**src/sv/pic8_pkg.sv**
```systemverilog
`default_nettype none

package pic8_pkg;

    localparam int unsigned NUM_LINES  = 8;
    localparam int unsigned LINE_W     = 3;
    localparam int unsigned BYTE_W     = 8;
    localparam int unsigned VECTOR_W   = 11;
    localparam int unsigned LEVEL_LINE = 3;

    localparam logic [BYTE_W-1:0] ADDR_VECTOR = 8'hB0;
    localparam logic [BYTE_W-1:0] ADDR_ENABLE = 8'hB2;
    localparam logic [BYTE_W-1:0] ADDR_ACK    = 8'hB6;

    typedef enum logic [1:0] {
        MODE_LEVEL = 2'd0,
        MODE_PULSE = 2'd1,
        MODE_WRITE = 2'd2,
        MODE_READ  = 2'd3
    } mode_t;

    typedef struct packed {
        logic [BYTE_W-1:0] write_data;
        logic [BYTE_W-1:0] address;
        logic              level;
        logic [LINE_W-1:0] line;
        mode_t             mode;
    } item_t;

    typedef struct packed {
        logic [VECTOR_W-1:0] irq_vector;
        logic [LINE_W-1:0]   irq_line;
        logic                irq_pending;
        logic [BYTE_W-1:0]   read_data;
    } result_t;

endpackage

`default_nettype wire

```
**src/sv/pic8_core.sv**
```systemverilog
`default_nettype none

module pic8_core (
    input  wire logic              aclk,
    input  wire logic              aresetn,
    input  wire logic              accept,
    input  wire pic8_pkg::item_t   item,
    output pic8_pkg::result_t      result
);
    import pic8_pkg::*;

    logic [NUM_LINES-1:0] line_levels_reg, line_levels_next;
    logic [NUM_LINES-1:0] pending_reg, pending_next;
    logic [NUM_LINES-1:0] enable_reg, enable_next;
    logic [BYTE_W-1:0]    base_reg, base_next;

    logic [NUM_LINES-1:0] line_bit;
    logic [NUM_LINES-1:0] pend_event;
    logic [NUM_LINES-1:0] live;
    logic                 win_valid;
    logic [LINE_W-1:0]    win_line;
    logic [NUM_LINES-1:0] lvl_bit;

    assign line_bit = NUM_LINES'(1) << item.line;
    assign lvl_bit  = NUM_LINES'(1) << LEVEL_LINE;

    // State update for one beat, including the re-latch of the level line.
    always_comb begin
        line_levels_next = line_levels_reg;
        pending_next     = pending_reg;
        enable_next      = enable_reg;
        base_next        = base_reg;
        unique case (item.mode)
            MODE_LEVEL: begin
                line_levels_next = item.level ? (line_levels_reg | line_bit)
                                              : (line_levels_reg & ~line_bit);
                pending_next = pending_reg | ((line_levels_reg ^ line_levels_next)
                                              & line_levels_next & enable_reg);
            end
            MODE_PULSE: begin
                pending_next = pending_reg | (line_bit & enable_reg);
            end
            MODE_WRITE: begin
                priority if (item.address == ADDR_VECTOR) begin
                    base_next = item.write_data;
                end else if (item.address == ADDR_ENABLE) begin
                    enable_next  = item.write_data;
                    pending_next = pending_reg & item.write_data;
                end else if (item.address == ADDR_ACK) begin
                    pending_next = pending_reg & ~item.write_data;
                end else begin
                    pending_next = pending_reg;
                end
            end
            MODE_READ: begin
                pending_next = pending_reg;
            end
            default: begin
                pending_next = pending_reg;
            end
        endcase
        pend_event   = line_levels_next & lvl_bit & enable_next;
        pending_next = pending_next | pend_event;
    end

    assign live = pending_next & enable_next;

    always_comb begin
        win_valid = 1'b0;
        win_line  = '0;
        for (int i = NUM_LINES - 1; i >= 0; i--) begin
            if (live[i]) begin
                win_valid = 1'b1;
                win_line  = LINE_W'(i);
            end
        end
    end

    always_comb begin
        result.read_data = '0;
        if (item.mode == MODE_READ) begin
            priority if (item.address == ADDR_VECTOR) begin
                result.read_data = base_next;
            end else if (item.address == ADDR_ENABLE) begin
                result.read_data = enable_next;
            end else if (item.address == ADDR_ACK) begin
                result.read_data = NUM_LINES'(1) << win_line;
            end else begin
                result.read_data = '0;
            end
        end
        result.irq_pending = win_valid;
        result.irq_line    = win_valid ? win_line : '0;
        result.irq_vector  = win_valid
            ? VECTOR_W'({({1'b0, base_next} + {6'd0, win_line}), 2'b00})
            : '0;
    end

    always_ff @(posedge aclk) begin
        if (!aresetn) begin
            line_levels_reg <= '0;
            pending_reg     <= '0;
            enable_reg      <= '0;
            base_reg        <= '0;
        end else if (accept) begin
            line_levels_reg <= line_levels_next;
            pending_reg     <= pending_next;
            enable_reg      <= enable_next;
            base_reg        <= base_next;
        end
    end

endmodule

`default_nettype wire

```
**src/sv/pic8_out_buf.sv**
```systemverilog
`default_nettype none

module pic8_out_buf (
    input  wire logic              aclk,
    input  wire logic              aresetn,
    input  wire logic              in_valid,
    output logic                   in_ready,
    input  wire pic8_pkg::result_t in_data,
    output logic                   out_valid,
    input  wire logic              out_ready,
    output pic8_pkg::result_t      out_data
);
    import pic8_pkg::*;

    logic    out_valid_reg, out_valid_next;
    logic    skid_valid_reg, skid_valid_next;
    result_t out_data_reg, out_data_next;
    result_t skid_data_reg, skid_data_next;

    // The skid stage holds one beat that arrived while the output was stalled.
    assign in_ready  = !skid_valid_reg;
    assign out_valid = out_valid_reg;
    assign out_data  = out_data_reg;

    always_comb begin
        out_valid_next  = out_valid_reg;
        skid_valid_next = skid_valid_reg;
        out_data_next   = out_data_reg;
        skid_data_next  = skid_data_reg;
        if (in_valid && in_ready) begin
            if (!out_valid_reg || out_ready) begin
                out_valid_next = 1'b1;
                out_data_next  = in_data;
            end else begin
                skid_valid_next = 1'b1;
                skid_data_next  = in_data;
            end
        end else if (out_valid_reg && out_ready) begin
            if (skid_valid_reg) begin
                out_data_next   = skid_data_reg;
                skid_valid_next = 1'b0;
            end else begin
                out_valid_next = 1'b0;
            end
        end
    end

    always_ff @(posedge aclk) begin
        if (!aresetn) begin
            out_valid_reg  <= 1'b0;
            skid_valid_reg <= 1'b0;
        end else begin
            out_valid_reg  <= out_valid_next;
            skid_valid_reg <= skid_valid_next;
        end
        out_data_reg  <= out_data_next;
        skid_data_reg <= skid_data_next;
    end

endmodule

`default_nettype wire

```
**src/sv/priority_interrupt_controller_8_line.sv**
```systemverilog
// Eight-line priority interrupt controller with a register bus folded into
// one input stream.
// Input channel (s_): each beat is one event. s_tuser gives its kind: line
// level change, one-shot pulse, bus write or bus read. s_tdata carries the
// line number, the new level, the bus address and the write byte.
// Result channel (m_): exactly one beat per input beat, in order. It carries
// the bus read byte (zero unless a read hits vector base, enable or
// acknowledge) and the interrupt state after the event: pending flag, winning
// line and its vector (base + line) * 4.
// The result is registered in the output buffer, and one beat can be taken every
// cycle while the skid stage is empty; the state update and priority encode sit
// between the input handshake and the output register.
// Reset clears line levels, pending bits, enables and vector base, and
// empties the output register and skid stage.
// When m_tready is low the result is held; one further input beat is taken
// into the skid stage, after which s_tready drops until the output drains.
`default_nettype none

module priority_interrupt_controller_8_line (
    input  wire logic        aclk,
    input  wire logic        aresetn,
    input  wire logic        s_tvalid,
    output logic             s_tready,
    // [2:0] line, [3] level, [11:4] address, [19:12] write_data, [23:20] zero
    input  wire logic [23:0] s_tdata,
    // [1:0] mode
    input  wire logic [1:0]  s_tuser,
    output logic             m_tvalid,
    input  wire logic        m_tready,
    // [7:0] read_data, [8] irq_pending, [11:9] irq_line, [22:12] irq_vector,
    // [23] zero
    output logic [23:0]      m_tdata
);
    import pic8_pkg::*;

    item_t   item;
    result_t core_result;
    result_t out_result;
    logic    accept;

    assign item.mode       = mode_t'(s_tuser);
    assign item.line       = s_tdata[2:0];
    assign item.level      = s_tdata[3];
    assign item.address    = s_tdata[11:4];
    assign item.write_data = s_tdata[19:12];

    assign accept = s_tvalid && s_tready;

    pic8_core u_core (
        .aclk    (aclk),
        .aresetn (aresetn),
        .accept  (accept),
        .item    (item),
        .result  (core_result)
    );

    pic8_out_buf u_out_buf (
        .aclk      (aclk),
        .aresetn   (aresetn),
        .in_valid  (s_tvalid),
        .in_ready  (s_tready),
        .in_data   (core_result),
        .out_valid (m_tvalid),
        .out_ready (m_tready),
        .out_data  (out_result)
    );

    assign m_tdata = {1'b0, out_result};

endmodule

`default_nettype wire

```
**config.mk**
```make
export PLATFORM = sky130hd
export DESIGN_NAME = priority_interrupt_controller_8_line
export DESIGN_NICKNAME = d
export VERILOG_FILES = /design/src/sv/pic8_pkg.sv /design/src/sv/pic8_core.sv /design/src/sv/pic8_out_buf.sv /design/src/sv/priority_interrupt_controller_8_line.sv
export SDC_FILE = /design/constraint.sdc
export NUM_CORES = 1
export LEC_CHECK = 0
export BUFFER_PORTS_ARGS = -buffer_cell sky130_fd_sc_hd__buf_2
export CAP_MARGIN = 20
export CORE_MARGIN = 2
export CORE_UTILIZATION = 35
export CTS_BUF_LIST = sky130_fd_sc_hd__clkbuf_8
export DETAILED_ROUTE_END_ITERATION = 10
export PLACE_DENSITY = 0.56
export SYNTH_ARGS = -nofsm -noshare
export SYNTH_HDL_FRONTEND = slang
export SYNTH_SLANG_ARGS = --single-unit
```
**constraint.sdc**
```tcl
create_clock -name aclk -period 4 [get_ports aclk]
set_input_delay 0.2 -clock aclk [delete_from_list [all_inputs] [get_ports aclk]]
set_output_delay 0.2 -clock aclk [all_outputs]
set_load 0.01 [all_outputs]
```
Yosys cells after proc, flatten, opt, wreduce, memory -nomap -nowiden
Cells that the tools add are included.
Word-level totals
  flip-flop bits (word level): 80
  bits in latches: 0
  memory bits (writable): 0
  bits in read-only memories: 0
  input bits: 30
  output and inout port bits: 26
  word-level logic and storage cells: 100
  memories: 0
Operators by class
  add/sub/neg operators: 1
  $mul: 0
  div/mod/pow operators: 0
  magnitude comparators: 0
  equal/unequal tests: 9
  shift-type cells: 2
  muxes and demuxes: 44
  bitwise logic cells: 16
  reduce and logical (&&, ||, !) cells: 13
Operator list (number)
  2-to-1 mux 8 bit: 13
  2-to-1 mux 23 bit: 4
  bitwise AND 8 bit: 7
  OR 8 bit: 4
  one-hot mux 8 bit (4 select lines): 1
  2-to-1 mux 3 bit: 9
  == test 8 bit (second input constant): 3
  NOT 8 bit: 2
  left shift 1 x 3 -> 8 bit (first input constant): 2
  2-to-1 mux 1 bit: 15
  2-to-1 mux 11 bit: 1
  adder 8 x 3 -> 9 bit: 1
  bitwise AND 4 x 8 -> 8 bit: 1
  XOR 8 bit: 1
  AND reduction 2 bit: 3
  AND reduction 3 bit: 2
  == test 2 bit (second input constant): 2
  2-to-1 mux 4 bit: 1
  inequality test 2 bit (second input constant): 2
  nonzero test 2 bit: 2
  == test 2 x 1 -> 1 bit (second input constant): 1
  logical AND 1 bit: 2
  zero test 1 bit: 2
  zero test 2 bit: 1
  other kinds (3): 3

Logic depth before layout (Yosys ltp)
  word-level depth: 26
  gate-level depth with buffers: 19
  gate-level depth less buffers: 16

Hierarchy
A second synthesis with hierarchy kept.
Second synthesis, totals
  cells, all modules: 462
  area total of the unflattened synthesis: 4732.0 sq um
By module, submodules not included
  pic8_core: instances 1, cells an instance 373, area each 2837.7 sq um
  pic8_out_buf: instances 1, cells an instance 86, area each 1876.8 sq um
  priority_interrupt_controller_8_line: instances 1, cells an instance 3, area each 17.5 sq um

Worst setup path before layout
No wires, ideal clock.
  kind: input to register
  start point: input s_tdata[7]
  end point: register u_out_buf.out_data_reg (netlist bit u_out_buf.out_data[21]) (data pin)
  library setup time: 0.262 ns
  arrival: 3.630 ns
  required time: 3.738 ns
  slack: 0.108 ns
  cell stages on the path: 16
  path buffers: 2
  cell sequence: or4_1 > buf_2 > and4_1 > buf_6 > mux2i_4 > a21oi_2 > o22a_1 > o21ai_0 > inv_1 > ha_1 > nand2_1 > or4_4 > or3_4 > a21oi_2 > nor3b_2 > o31ai_2
RTL lines
  from (decl): RTL line priority_interrupt_controller_8_line.sv:25  | input wire logic [23:0] s_tdata,
  to (signal assigned): RTL line pic8_out_buf.sv:56  | out_data_reg <= out_data_next;
  to (decl): RTL line pic8_out_buf.sv:17  | result_t out_data_reg, out_data_next;

==> flow_summary.yaml <==
hold_path:
  hold_depth: 3
  hold_class: "in -> reg"
sta:
  finalMaxSlewViolations: 0
  slew_headroom: 0.294
  rsz0062_at_grt: "false"
  finalCritPeriodShare: 0.919
  whs_ns: 0.117
  fin_setup_tns_ns: 0
  final-hold-violation-count: 0
  fin_crit_ns: 3.68
  worst_pin_slew_ns: 1.05
  fmax_mhz: 272
  skew_ns: 0.0136
  finalSetupViolCount: 0
clock_network:
  cts_tree: "done"
  cts.sink_count: 76
  cts_hold_buffers: 0
  post-cts-setup-buffers: 0
  root_buffer: "clkbuf_8"
  cts_buffers: 9
  htree_levels: 3
  cts_buffer_depth: 2
  path_clk_slew_ns: 0.08
  clock_latency_ns: 0.35
  cts_resized: 0
worst_setup_path:
  ff2ff_path_depth: 15
  crit_required_ns: 4.19
  cp_num_buf_inv: 4
  path_cells: "buf_2 -> or4_1 -> and4_1 -> buf_4 -> mux2i_1 -> nor2_1 -> a21oi_1 -> o22a_1 -> o21ai_0 -> inv_1 -> ha_1 -> a21boi_0 -> buf_4 -> a211o_1 -> a311oi_2 -> a21oi_2 -> nor3b_2 -> o31ai_2"
  cpPeakStageDelay_ns: 0.56
  crit_top_cell: "buf_4"
  worst-path-max-fanout: 5
  worst-path-stages: 18
  worst_path_dominant_cell_family: "compound AO/OA/AOI/OAI gates"
  crit_path_top_delay_cell: "or4_1"
  cp-start-kind: "input port"
  cp.arrival_ns: 3.87
  critPathCaptureType: "flip-flop"
  critical_path_class: "in -> reg"
yosys:
  synth.largest_area_cell: "edfxtp_1"
  avgSynthCellArea_sq_um: 9.67
  synth_compound_area_frac: 0.210
  ys.flop_type: "edfxtp_1"
  synth_cells: 445
  synth_top_family_by_area: "compound AO/OA/AOI/OAI gates"
  synth_xor_area_frac: 0.0224
  synthesis.area_sq_mm: 0.00430
  synthMuxAreaShare: 0.0645
  ys_seq_elements: 76
  synth_fa_ha_area_frac: 0.00872
  yosys.area_share.simple: 0.201
  synth_edf_count: 42
  synthTopCellsByArea: "edfxtp_1 29%, dfxtp_1 16%, nand2_1 5.9%, mux2i_1 4.9%, nor2_1 3.5%"
  async_flop_share: 0
  yosysWarnings: 0
  yosysSeqAreaShare: 0.451
  synth.top_cell.area_share: 0.293
  synth.distinct_cells: 72
route:
  wirelength_microns: 11100
  drcViolationCount: 0
  viasPerCell: 5.20
  first_iter_violations: 162
  wl_per_cell_microns: 16.3
  dr.pass1.iters: 4
  num_vias: 3531
  ant_nets: 0
placement:
  portBuffers: 48
  dp.cells: 662
  place.detailed.hpwl_microns: 8470
  gp_congestion: 0.920
cells_and_area:
  antennaDiodeCount: 0
  multi_input_comb_area_sq_mm: 0.00220
  area_growth_pct: 20.8
  fin_cells: 679
  layout.nets: 560
  drive_above_1_share: 0.250
  seqCellArea_sq_mm: 0.00194
  fill_cells: 1179
floorplan:
  boundaryPins: 56
  start_util: 0.358
  rows: 40
  die_w_microns: 115
  coreArea_sq_mm: 0.0120
  dieArea_sq_mm: 0.0132
  die_h_microns: 115
flow_run:
  drv_cap: 0
pwr:
  p_leak_nw: 2.05
  power_density_mw_per_mm2: 336
  ir_drop_mv: 0.197
run_status:
  status: "completed"
global_routing:
  grt_overflow: 0
  grt_pass1_wl_microns: 18000
  grt_usage: 0.176
  grt_pass1_vias: 3533
  grt_max_degree: 36
  antenna_found_initial: 0
-- cell usage in the layout, fill, tap and decap left out, drive strengths merged, types with 4 or more instances in the layout --
master and count:
buf 94, nand2 68, edfxtp 42, nor2 41
dfxtp 34, nor2b 24, mux2i 22, o21ai 19
inv 17, o211a 12, a21oi 11, o31ai 10
o22ai 10, clkbuf 9, a21boi 9, nand3 8
xnor2 6, o2111a 6, a31oi 6, xor2 5
and2 4, o2bb2ai 4, mux2 4, or3 4
-- metal layers --
layer,track usage,vias up,wire length (microns)
met5,0,-,0
met4,0.0723,0,133
met3,0.0311,8,454
met2,0.290,73,5310
met1,0.229,1654,5160
li1,-,1796,-
-- report_power, final --
| part | switching (W) | internal, W | leakage (nW) |
|---|---|---|---|
| sequential | 0.0000135 | 0.000859 | 0.682 |
| combinational | 0.000143 | 0.0000933 | 1.26 |
| clock | 0.000293 | 0.000345 | 0.113 |
-- worst register-to-register path: cells and delay by family, from the launching register on --
family / cells / cell delay, ns
buffers and inverters: 1 / 0.09
AND/OR/NAND/NOR: 5 / 1.23
adder cells (fa/ha/maj): 1 / 0.19
AO/OA/AOI/OAI: 8 / 1.40
flip-flops: 1 / 0.31
-- path summary, 6_finish.rpt --
kind / start / slack (ns) / end
worst max-delay path: s_tdata[7] / 0.32 / u_out_buf.out_data[21]
worst min-delay path: s_tvalid / 0.12 / u_out_buf.skid_valid_reg
worst max register to register: u_core.line_levels_reg[7] / 0.52 / u_out_buf.out_data[21]
worst min register to register: u_core.line_levels_reg[5] / 0.47 / u_core.line_levels_reg[5]
-- synthesized netlist by cell type (all sizes together) (2+ instances only) --
master,n
a221oi,3
o22a,2
nor4,3
nor3b,2
nor2,41
or3,4
nand3,8
or2,3
o21ai,19
a222oi,2
o2bb2ai,4
a2111oi,2
and4b,3
or4,2
and2,4
mux2i,22
o22ai,10
nand2,68
inv,15
nor3,3
xor2,5
a31oi,6
clkbuf,17
xnor2,6
dfxtp,34
a21boi,9
edfxtp,42
o2111a,6
and4,2
o31ai,10
a21oi,11
nand4,2
o21a,2
o211a,12
buf,8
o2111ai,3
mux2,4
a31o,2
nor2b,24
a211o,2
ha,3
-- per-stage QoR --
step / setup WS, ns / cell area, sq um / utilization / power [W]
4_1_cts: 0.324 / 5180 / 0.431 / 0.00176
5_1_grt: 0.00352 / 5200 / 0.433 / 0.00183
6_report: 0.322 / 5200 / 0.433 / 0.00175
2_1_floorplan: 0.108 / 4310 / - / 0.00103
3_3_place_gp: 0.00762 / 4970 / 0.414 / 0.00112
3_5_place_dp: -0.0374 / 4970 / 0.414 / 0.00113
-- cell type report --
class                   instances  share of cell area
clock buffers                   9              0.0238
well taps                     147              0.0354
flip-flops and latches         76               0.374
inverters                      15              0.0108
repair buffers                 94               0.117
clock inverters                 7              0.0164
multi-input cells             331               0.423
-- logic make-up after synthesis --
family,count (synthesis)
xor+xnor,11
buf+inv,40
other cells,1
compound gates,113
fa+ha+maj,3
mux,26
flops,76
simple gates,175
Power figures use the tool's default switching activity.
